File: src/hdl/jsf32_bounded_random_top_defines.svh
`ifndef JSF32_BOUNDED_RANDOM_TOP_DEFINES_SVH
`define JSF32_BOUNDED_RANDOM_TOP_DEFINES_SVH

// checks sampled on clk_i, masked while rst_ni is low
`define JBR_ASSERT(lbl, prop, msg) \
  lbl: assert property (@(posedge clk_i) disable iff (!rst_ni) (prop)) else $error(msg);

// checks sampled on clk_i, also active during reset
`define JBR_ASSERT_RST(lbl, prop, msg) \
  lbl: assert property (@(posedge clk_i) (prop)) else $error(msg);

`endif

File: src/hdl/jsf32br_pkg.sv
package jsf32br_pkg;

  localparam int unsigned DATA_W          = 32;
  localparam int unsigned DIV_STEPS       = 32;
  localparam int unsigned DRAW_MAX_ROUNDS = 64;
  localparam int unsigned ROT_B           = 27;
  localparam int unsigned ROT_C           = 17;

  localparam logic [DATA_W-1:0] SEED_A_INIT = 32'hf1ea5eed;

  localparam logic CMD_DRAW   = 1'b0;
  localparam logic CMD_RESEED = 1'b1;

  typedef logic [DATA_W-1:0] word_t;

  typedef struct packed {
    word_t a;
    word_t b;
    word_t c;
    word_t d;
  } jsf_state_t;

  function automatic word_t rotl(input word_t v, input int unsigned k);
    rotl = (v << k) | (v >> (DATA_W - k));
  endfunction

  // one generator round; the new d is the round output
  function automatic jsf_state_t jsf_round(input jsf_state_t s);
    word_t      e;
    jsf_state_t n;
    e   = s.a - rotl(s.b, ROT_B);
    n.a = s.b ^ rotl(s.c, ROT_C);
    n.b = s.c + s.d;
    n.c = s.d + e;
    n.d = e + n.a;
    jsf_round = n;
  endfunction

endpackage

File: src/hdl/jsf32_bounded_random_top.sv
// JSF32 random generator with unbiased reduction to [0, range). command 1 reseeds
// (a = 0xf1ea5eed, b = c = d = seed, then SEED_ROUNDS discarded rounds) and
// returns 0; command 0 with range 0 returns one raw 32-bit word; command 0 with
// range > 0 returns a rejection-sampled value below range. One transfer in gives
// exactly one transfer out; the block takes one item at a time. A reseed runs
// SEED_ROUNDS generator rounds and a raw draw one round; a bounded draw makes
// two 32-step passes of the shared bit-serial remainder unit, one for the
// threshold and one for the result, plus one round and one threshold check per
// generator step. A draw takes the value of its 64th round without rejecting it.
// The output register lets the next item be accepted while a result waits.
`include "jsf32_bounded_random_top_defines.svh"

module jsf32_bounded_random_top #(
  parameter int unsigned SEED_ROUNDS = 20
) (
  input  logic        clk_i,
  input  logic        rst_ni,
  input  logic        in_valid_i,
  output logic        in_ready_o,
  input  logic        command_i,
  input  logic [31:0] range_i,
  input  logic [31:0] seed_i,
  output logic        out_valid_o,
  input  logic        out_ready_i,
  output logic [31:0] value_o
);

  localparam int unsigned MaxRounds = (SEED_ROUNDS > jsf32br_pkg::DRAW_MAX_ROUNDS) ?
                                      SEED_ROUNDS : jsf32br_pkg::DRAW_MAX_ROUNDS;
  localparam int unsigned RndW  = $clog2(MaxRounds + 1);
  localparam int unsigned StepW = $clog2(jsf32br_pkg::DIV_STEPS);

  localparam logic [2:0] S_IDLE  = 3'd0;
  localparam logic [2:0] S_SEED  = 3'd1;
  localparam logic [2:0] S_TDIV  = 3'd2;
  localparam logic [2:0] S_DRAW  = 3'd3;
  localparam logic [2:0] S_CHECK = 3'd4;
  localparam logic [2:0] S_RDIV  = 3'd5;
  localparam logic [2:0] S_DONE  = 3'd6;

  logic [2:0]             state_q, state_d;
  logic [RndW-1:0]        rnd_q, rnd_d;
  logic [StepW-1:0]       step_q, step_d;
  logic                   raw_q, raw_d;
  jsf32br_pkg::jsf_state_t gen_q, gen_d, gen_nxt;
  jsf32br_pkg::word_t     range_q, range_d;
  jsf32br_pkg::word_t     thr_q, thr_d;
  jsf32br_pkg::word_t     dvd_q, dvd_d;
  jsf32br_pkg::word_t     rem_q, rem_d, rem_step;
  jsf32br_pkg::word_t     res_q, res_d;
  jsf32br_pkg::word_t     value_q, value_d;
  logic                   out_valid_q, out_valid_d;
  logic [32:0]            trial, diff;

  assign in_ready_o  = (state_q == S_IDLE);
  assign out_valid_o = out_valid_q;
  assign value_o     = value_q;

  assign gen_nxt = jsf32br_pkg::jsf_round(gen_q);

  // restoring remainder step
  assign trial    = {rem_q, dvd_q[31]};
  assign diff     = trial - {1'b0, range_q};
  assign rem_step = diff[32] ? trial[31:0] : diff[31:0];

  always_comb begin
    state_d     = state_q;
    rnd_d       = rnd_q;
    step_d      = step_q;
    raw_d       = raw_q;
    gen_d       = gen_q;
    range_d     = range_q;
    thr_d       = thr_q;
    dvd_d       = dvd_q;
    rem_d       = rem_q;
    res_d       = res_q;
    value_d     = value_q;
    out_valid_d = out_valid_q;

    if (out_valid_q && out_ready_i) begin
      out_valid_d = 1'b0;
    end

    case (state_q)
      S_IDLE: begin
        if (in_valid_i) begin
          range_d = range_i;
          rnd_d   = '0;
          step_d  = '0;
          rem_d   = '0;
          raw_d   = (range_i == '0);
          if (command_i == jsf32br_pkg::CMD_RESEED) begin
            gen_d.a = jsf32br_pkg::SEED_A_INIT;
            gen_d.b = seed_i;
            gen_d.c = seed_i;
            gen_d.d = seed_i;
            state_d = S_SEED;
          end else if (range_i == '0) begin
            state_d = S_DRAW;
          end else begin
            dvd_d   = '0 - range_i;
            state_d = S_TDIV;
          end
        end
      end
      S_SEED: begin
        gen_d = gen_nxt;
        rnd_d = rnd_q + 1'b1;
        if (rnd_q == RndW'(SEED_ROUNDS - 1)) begin
          res_d   = '0;
          state_d = S_DONE;
        end
      end
      S_TDIV: begin
        rem_d  = rem_step;
        dvd_d  = {dvd_q[30:0], 1'b0};
        step_d = step_q + 1'b1;
        if (step_q == StepW'(jsf32br_pkg::DIV_STEPS - 1)) begin
          thr_d   = rem_step;
          state_d = S_DRAW;
        end
      end
      S_DRAW: begin
        gen_d = gen_nxt;
        rnd_d = rnd_q + 1'b1;
        if (raw_q) begin
          res_d   = gen_nxt.d;
          state_d = S_DONE;
        end else begin
          state_d = S_CHECK;
        end
      end
      S_CHECK: begin
        if ((gen_q.d >= thr_q) || (rnd_q == RndW'(jsf32br_pkg::DRAW_MAX_ROUNDS))) begin
          dvd_d   = gen_q.d;
          rem_d   = '0;
          step_d  = '0;
          state_d = S_RDIV;
        end else begin
          state_d = S_DRAW;
        end
      end
      S_RDIV: begin
        rem_d  = rem_step;
        dvd_d  = {dvd_q[30:0], 1'b0};
        step_d = step_q + 1'b1;
        if (step_q == StepW'(jsf32br_pkg::DIV_STEPS - 1)) begin
          res_d   = rem_step;
          state_d = S_DONE;
        end
      end
      S_DONE: begin
        if (!out_valid_q || out_ready_i) begin
          value_d     = res_q;
          out_valid_d = 1'b1;
          state_d     = S_IDLE;
        end
      end
      default: begin
        state_d = S_IDLE;
      end
    endcase
  end

  always_ff @(posedge clk_i or negedge rst_ni) begin
    if (!rst_ni) begin
      state_q     <= S_IDLE;
      rnd_q       <= '0;
      step_q      <= '0;
      raw_q       <= 1'b0;
      gen_q       <= '0;
      out_valid_q <= 1'b0;
    end else begin
      state_q     <= state_d;
      rnd_q       <= rnd_d;
      step_q      <= step_d;
      raw_q       <= raw_d;
      gen_q       <= gen_d;
      out_valid_q <= out_valid_d;
    end
  end

  always_ff @(posedge clk_i) begin
    range_q <= range_d;
    thr_q   <= thr_d;
    dvd_q   <= dvd_d;
    rem_q   <= rem_d;
    res_q   <= res_d;
    value_q <= value_d;
  end

  `JBR_ASSERT(a_reseed_goes_seed, (in_valid_i && in_ready_o && command_i) |=> (state_q == S_SEED), "reseed transfer did not start seeding")
  `JBR_ASSERT(a_rem_below_range, ((state_q == S_TDIV) || (state_q == S_RDIV)) |-> (rem_q < range_q), "partial remainder not below range")
  `JBR_ASSERT(a_check_round_cap, (state_q == S_CHECK) |-> ((rnd_q != '0) && (rnd_q <= RndW'(jsf32br_pkg::DRAW_MAX_ROUNDS))), "draw round count out of bounds")
  `JBR_ASSERT(a_done_holds, ((state_q == S_DONE) && out_valid_o && !out_ready_i) |=> (state_q == S_DONE), "result overwrote a pending output")
  `JBR_ASSERT_RST(a_reset_no_valid, !rst_ni |-> !out_valid_o, "output valid during reset")

endmodule
File: config.mk
export PLATFORM = sky130hd
export DESIGN_NAME = jsf32_bounded_random_top
export DESIGN_NICKNAME = d
export VERILOG_FILES = /design/src/hdl/jsf32br_pkg.sv /design/src/hdl/jsf32_bounded_random_top.sv
export VERILOG_INCLUDE_DIRS = /design/src /design/src/hdl
export SDC_FILE = /design/constraint.sdc
export NUM_CORES = 1
export LEC_CHECK = 0
export BUFFER_PORTS_ARGS = -buffer_cell sky130_fd_sc_hd__buf_2
export CAP_MARGIN = 20
export CORE_UTILIZATION = 38
export CTS_CLUSTER_DIAMETER = 50
export CTS_CLUSTER_SIZE = 12
export DETAILED_ROUTE_END_ITERATION = 8
export GPL_TIMING_DRIVEN = 0
export HOLD_SLACK_MARGIN = 0.02
export RECOVER_POWER = 100
export SYNTH_ARGS = -nofsm -noshare
export SYNTH_HDL_FRONTEND = slang
export SYNTH_SLANG_ARGS = --single-unit
File: constraint.sdc
create_clock -name clk_i -period 4.3 [get_ports clk_i]
set_input_delay 0.215 -clock clk_i [delete_from_list [all_inputs] [get_ports clk_i]]
set_output_delay 0.215 -clock clk_i [all_outputs]
set_load 0.01 [all_outputs]
==> results.json <==
{
  "violations": "max-capacitance violations, max-slew violations, negative setup slack",
  "grt_pass1_wl_um": 138000,
  "syn_nets": 2836,
  "seq_area_frac_synth_pct": 39.9,
  "cts_buffers": 48,
  "rr_endpoint": "res_q[30]",
  "ys_top_cells_by_count": "nor2_1, o21ai_0, a21oi_1, nand2_1, inv_1",
  "top_usage_layer": "met2",
  "grtUsageMet2_pct": 44.7,
  "ant_nets": 0,
  "hold_path.class": "primary input to flop",
  "vias_per_cell": 6.06,
  "grtUsageMet1_pct": 40.5,
  "synth_edf_count": 192,
  "synthToLayoutAreaGrowth_pct": 26.1,
  "worst_setup_path_start_kind": "flop",
  "finalWorstSetupSlack_ns": -0.920,
  "setup_viol": 156,
  "antenna_found_initial": 2,
  "wire_per_inst_um": 25.9,
  "drc": 0,
  "endpoint": "res_q[30]",
  "synthFlopType": "edfxtp_1",
  "die_y_um": 251,
  "ys.warnings.count": 0,
  "drtPass1Iterations": 8,
  "arrival_ns": 5.50,
  "worstPathRequired_ns": 4.58,
  "overflow": 0,
  "num_vias": 22300,
  "relSlewSlack_pct": -165,
  "io_buffer_count": 102,
  "wirelength_um": 95600,
  "grt_max_degree": 80,
  "pin_count": 103,
  "initial_core_util_pct": 38.7,
  "netlist_area_um2": 23600,
  "status": "finished with violations",
  "dp_hpwl_um": 72500,
  "drv_slew": 195,
  "die-width_um": 251,
  "fmax_mhz": 192,
  "ys_ff_latch": 337,
  "dieArea_um2": 63000,
  "clock_skew_ns": 0.0346,
  "clock_latency_ns": 0.61,
  "fin_crit_ns": 5.22,
  "tightest_slew_ns": 3.98,
  "yosysTopAreaCell": "edfxtp_1",
  "synth.top_cell.area_share_pct": 24.5,
  "synthTopCellsByArea": "edfxtp_1, dfrtp_1, ha_1",
  "row_count": 90,
  "synthArstFlopShare_pct": 43.0,
  "grt_pass1_vias": 21300,
  "fillers": 5639,
  "met3_usage_pct": 6.59,
  "drv_cap": 5,
  "cts_tree": "built",
  "clkSinkCount": 337,
  "synth_cell_type_count": 80,
  "r2r_cells": 24,
  "critPathLaunch": "gen_q[96]",
  "htreeDepth": 2,
  "track_usage_pct": 29.6,
  "clk_pin_slew_worst_paths_ns": 0.06,
  "crit_fanout": 3,
  "layout-drive-gt1-share_pct": 16.8,
  "root_buffer": "clkbuf_16",
  "hold_viol": 0,
  "crit_path_end_kind": "flop",
  "routabilityCongestion": 0.998,
  "synth_cells": 2569,
  "r2r_slack_ns": -0.92,
  "cts_max_path_buffers": 3,
  "core_area_um2": 60800,
  "avgSynthCellArea_um2": 9.17,
  "drt_iter0_drc": 2445,
  "yosysMostFrequentCell": "nor2_1",
  "rsz0062_at_grt": "yes",
  "path_class": "flop to flop",
  "tns_ns": -44.17,
  "rr_startpoint": "gen_q[96]",
  "layout.nets": 3133,
  "fin_crit_sh_pct": 121
}
## routing by layer
metal  share of wire [%]  routed length, um
met5               0.018                 17
met4                 4.7               4510
met3                  10               9680
met2                  43              41200
met1                  42              40200
## state kept, by name (all words and copies together) (netlist names), 3 cells and up
name     count
rem_q       32
range_q     32
thr_q       32
gen_q      128
dvd_q       32
rnd_q        7
res_q       32
state_q      3
value_o     32
step_q       5
## per-stage QoR
step                utilization [%]  worst slack [ns]  std cells  cell area, um2  hold WS [ns]
CTS                            47.0            -0.851       3641           28600        0.0204
detailed placement             41.6             -1.49       3458           25300         0.283
global placement               41.3             -1.52       3453           25100         0.404
floorplan                         -            -0.247       2569           23600       -0.0806
finish                         48.9            -0.920       3688           29700        0.0379
global route                   48.9            -0.975       3688           29700        0.0603
## what timing repair did
item                       CTS  global route
gates resized for setup    180           203
gates cloned                 0             0
hold endpoints to repair   120             0
pin swaps                   71           153
hold buffers                43             0
setup endpoints to repair   91           110
buffers inserted            52            54
## layout by cell type (no fill, tap or decap), types with 14 or more instances in the layout
master,instances
edfxtp_1,192
o21ai_2,15
o21a_1,21
o22ai_1,26
buf_6,31
a21oi_2,42
nand4_1,19
nor3_1,22
ha_1,161
buf_2,36
xnor2_1,80
o211ai_1,14
nor2_1,215
a22oi_1,21
nand2b_1,21
a21oi_1,181
a31oi_1,16
clkbuf_1,164
a21o_1,77
xnor2_2,19
o21ai_1,46
o21ai_0,162
inv_1,185
o22a_1,20
nand3_1,25
and2_1,28
xor2_1,80
dlygate4sd3_1,43
nor2b_1,17
dfrtp_1,145
nand2_1,206
a211oi_1,25
and3_1,29
a221oi_1,35
clkbuf_16,49
a22o_1,18
buf_4,64
ha_4,28
## layout make-up
cell class / count / area [um2] / share of cell area (%)
multi-input cells: 1939 / 14800 / 49.8
flip-flops and latches: 337 / 9390 / 31.6
repair buffers: 249 / 1810 / 6.09
clock buffers: 59 / 1280 / 4.32
well taps: 782 / 978 / 3.29
inverters: 196 / 744 / 2.51
plain buffers: 95 / 413 / 1.39
clock inverters: 30 / 287 / 0.964
diodes: 1 / 2.50 / 0.00842
## worst min path at each step
| stage | startpoint | to | slack (ns) | cells after the start |
|---|---|---|---|---|
| final | in_valid_i | state_q[1] | 0.04 | 3 |
| after global routing | seed_i[24] | gen_q[24] | 0.06 | 4 |
| after CTS | in_valid_i | state_q[1] | 0.02 | 3 |
| after detailed placement | rst_ni | gen_q[91] | 0.28 | 1 |
| after global placement | res_q[13] | value_o[13] | 0.40 | 0 |
| after floorplan | rst_ni | gen_q[0] | -0.08 | 0 |
## worst max-delay path, cell delays in order, from the launching register on
cell and delay, ns:
dfrtp_1 0.38, inv_2 0.08, ha_4 0.14, fa_2 0.20, nor2b_1 0.05, o21a_1 0.21, o211ai_1 0.30, a31oi_4 0.17
o2111ai_4 0.29, a21boi_2 0.11, a21o_1 0.23, a211o_1 0.33, a21oi_2 0.20, xnor2_2 0.12, ha_4 0.19, a21o_1 0.18
a21oi_4 0.18, nand2_2 0.09, nor3_4 0.18, nand4_1 0.16, a31o_4 0.29, a221o_1 0.35, a21oi_2 0.19, xor2_2 0.20
o22ai_2 0.11
## kinds of logic (layout without fill, tap and decap cells)
logic type / Yosys count / in the layout / synth area share (%)
adders and majority gates: 198 / 198 / 10.7
other: 0 / 1 / 0
DFF: 337 / 337 / 39.9
muxes: 13 / 13 / 0.563
and+or+nand+nor: 666 / 666 / 13.0
AOI/OAI and AO/OA: 860 / 860 / 23.5
xor gates and xnor gates: 202 / 202 / 7.59
buffers and inverters: 293 / 629 / 4.82
Power is left out: the tool's default activity adds up to more than one toggle a clock period on the data nets, which glitch-free logic cannot reach.
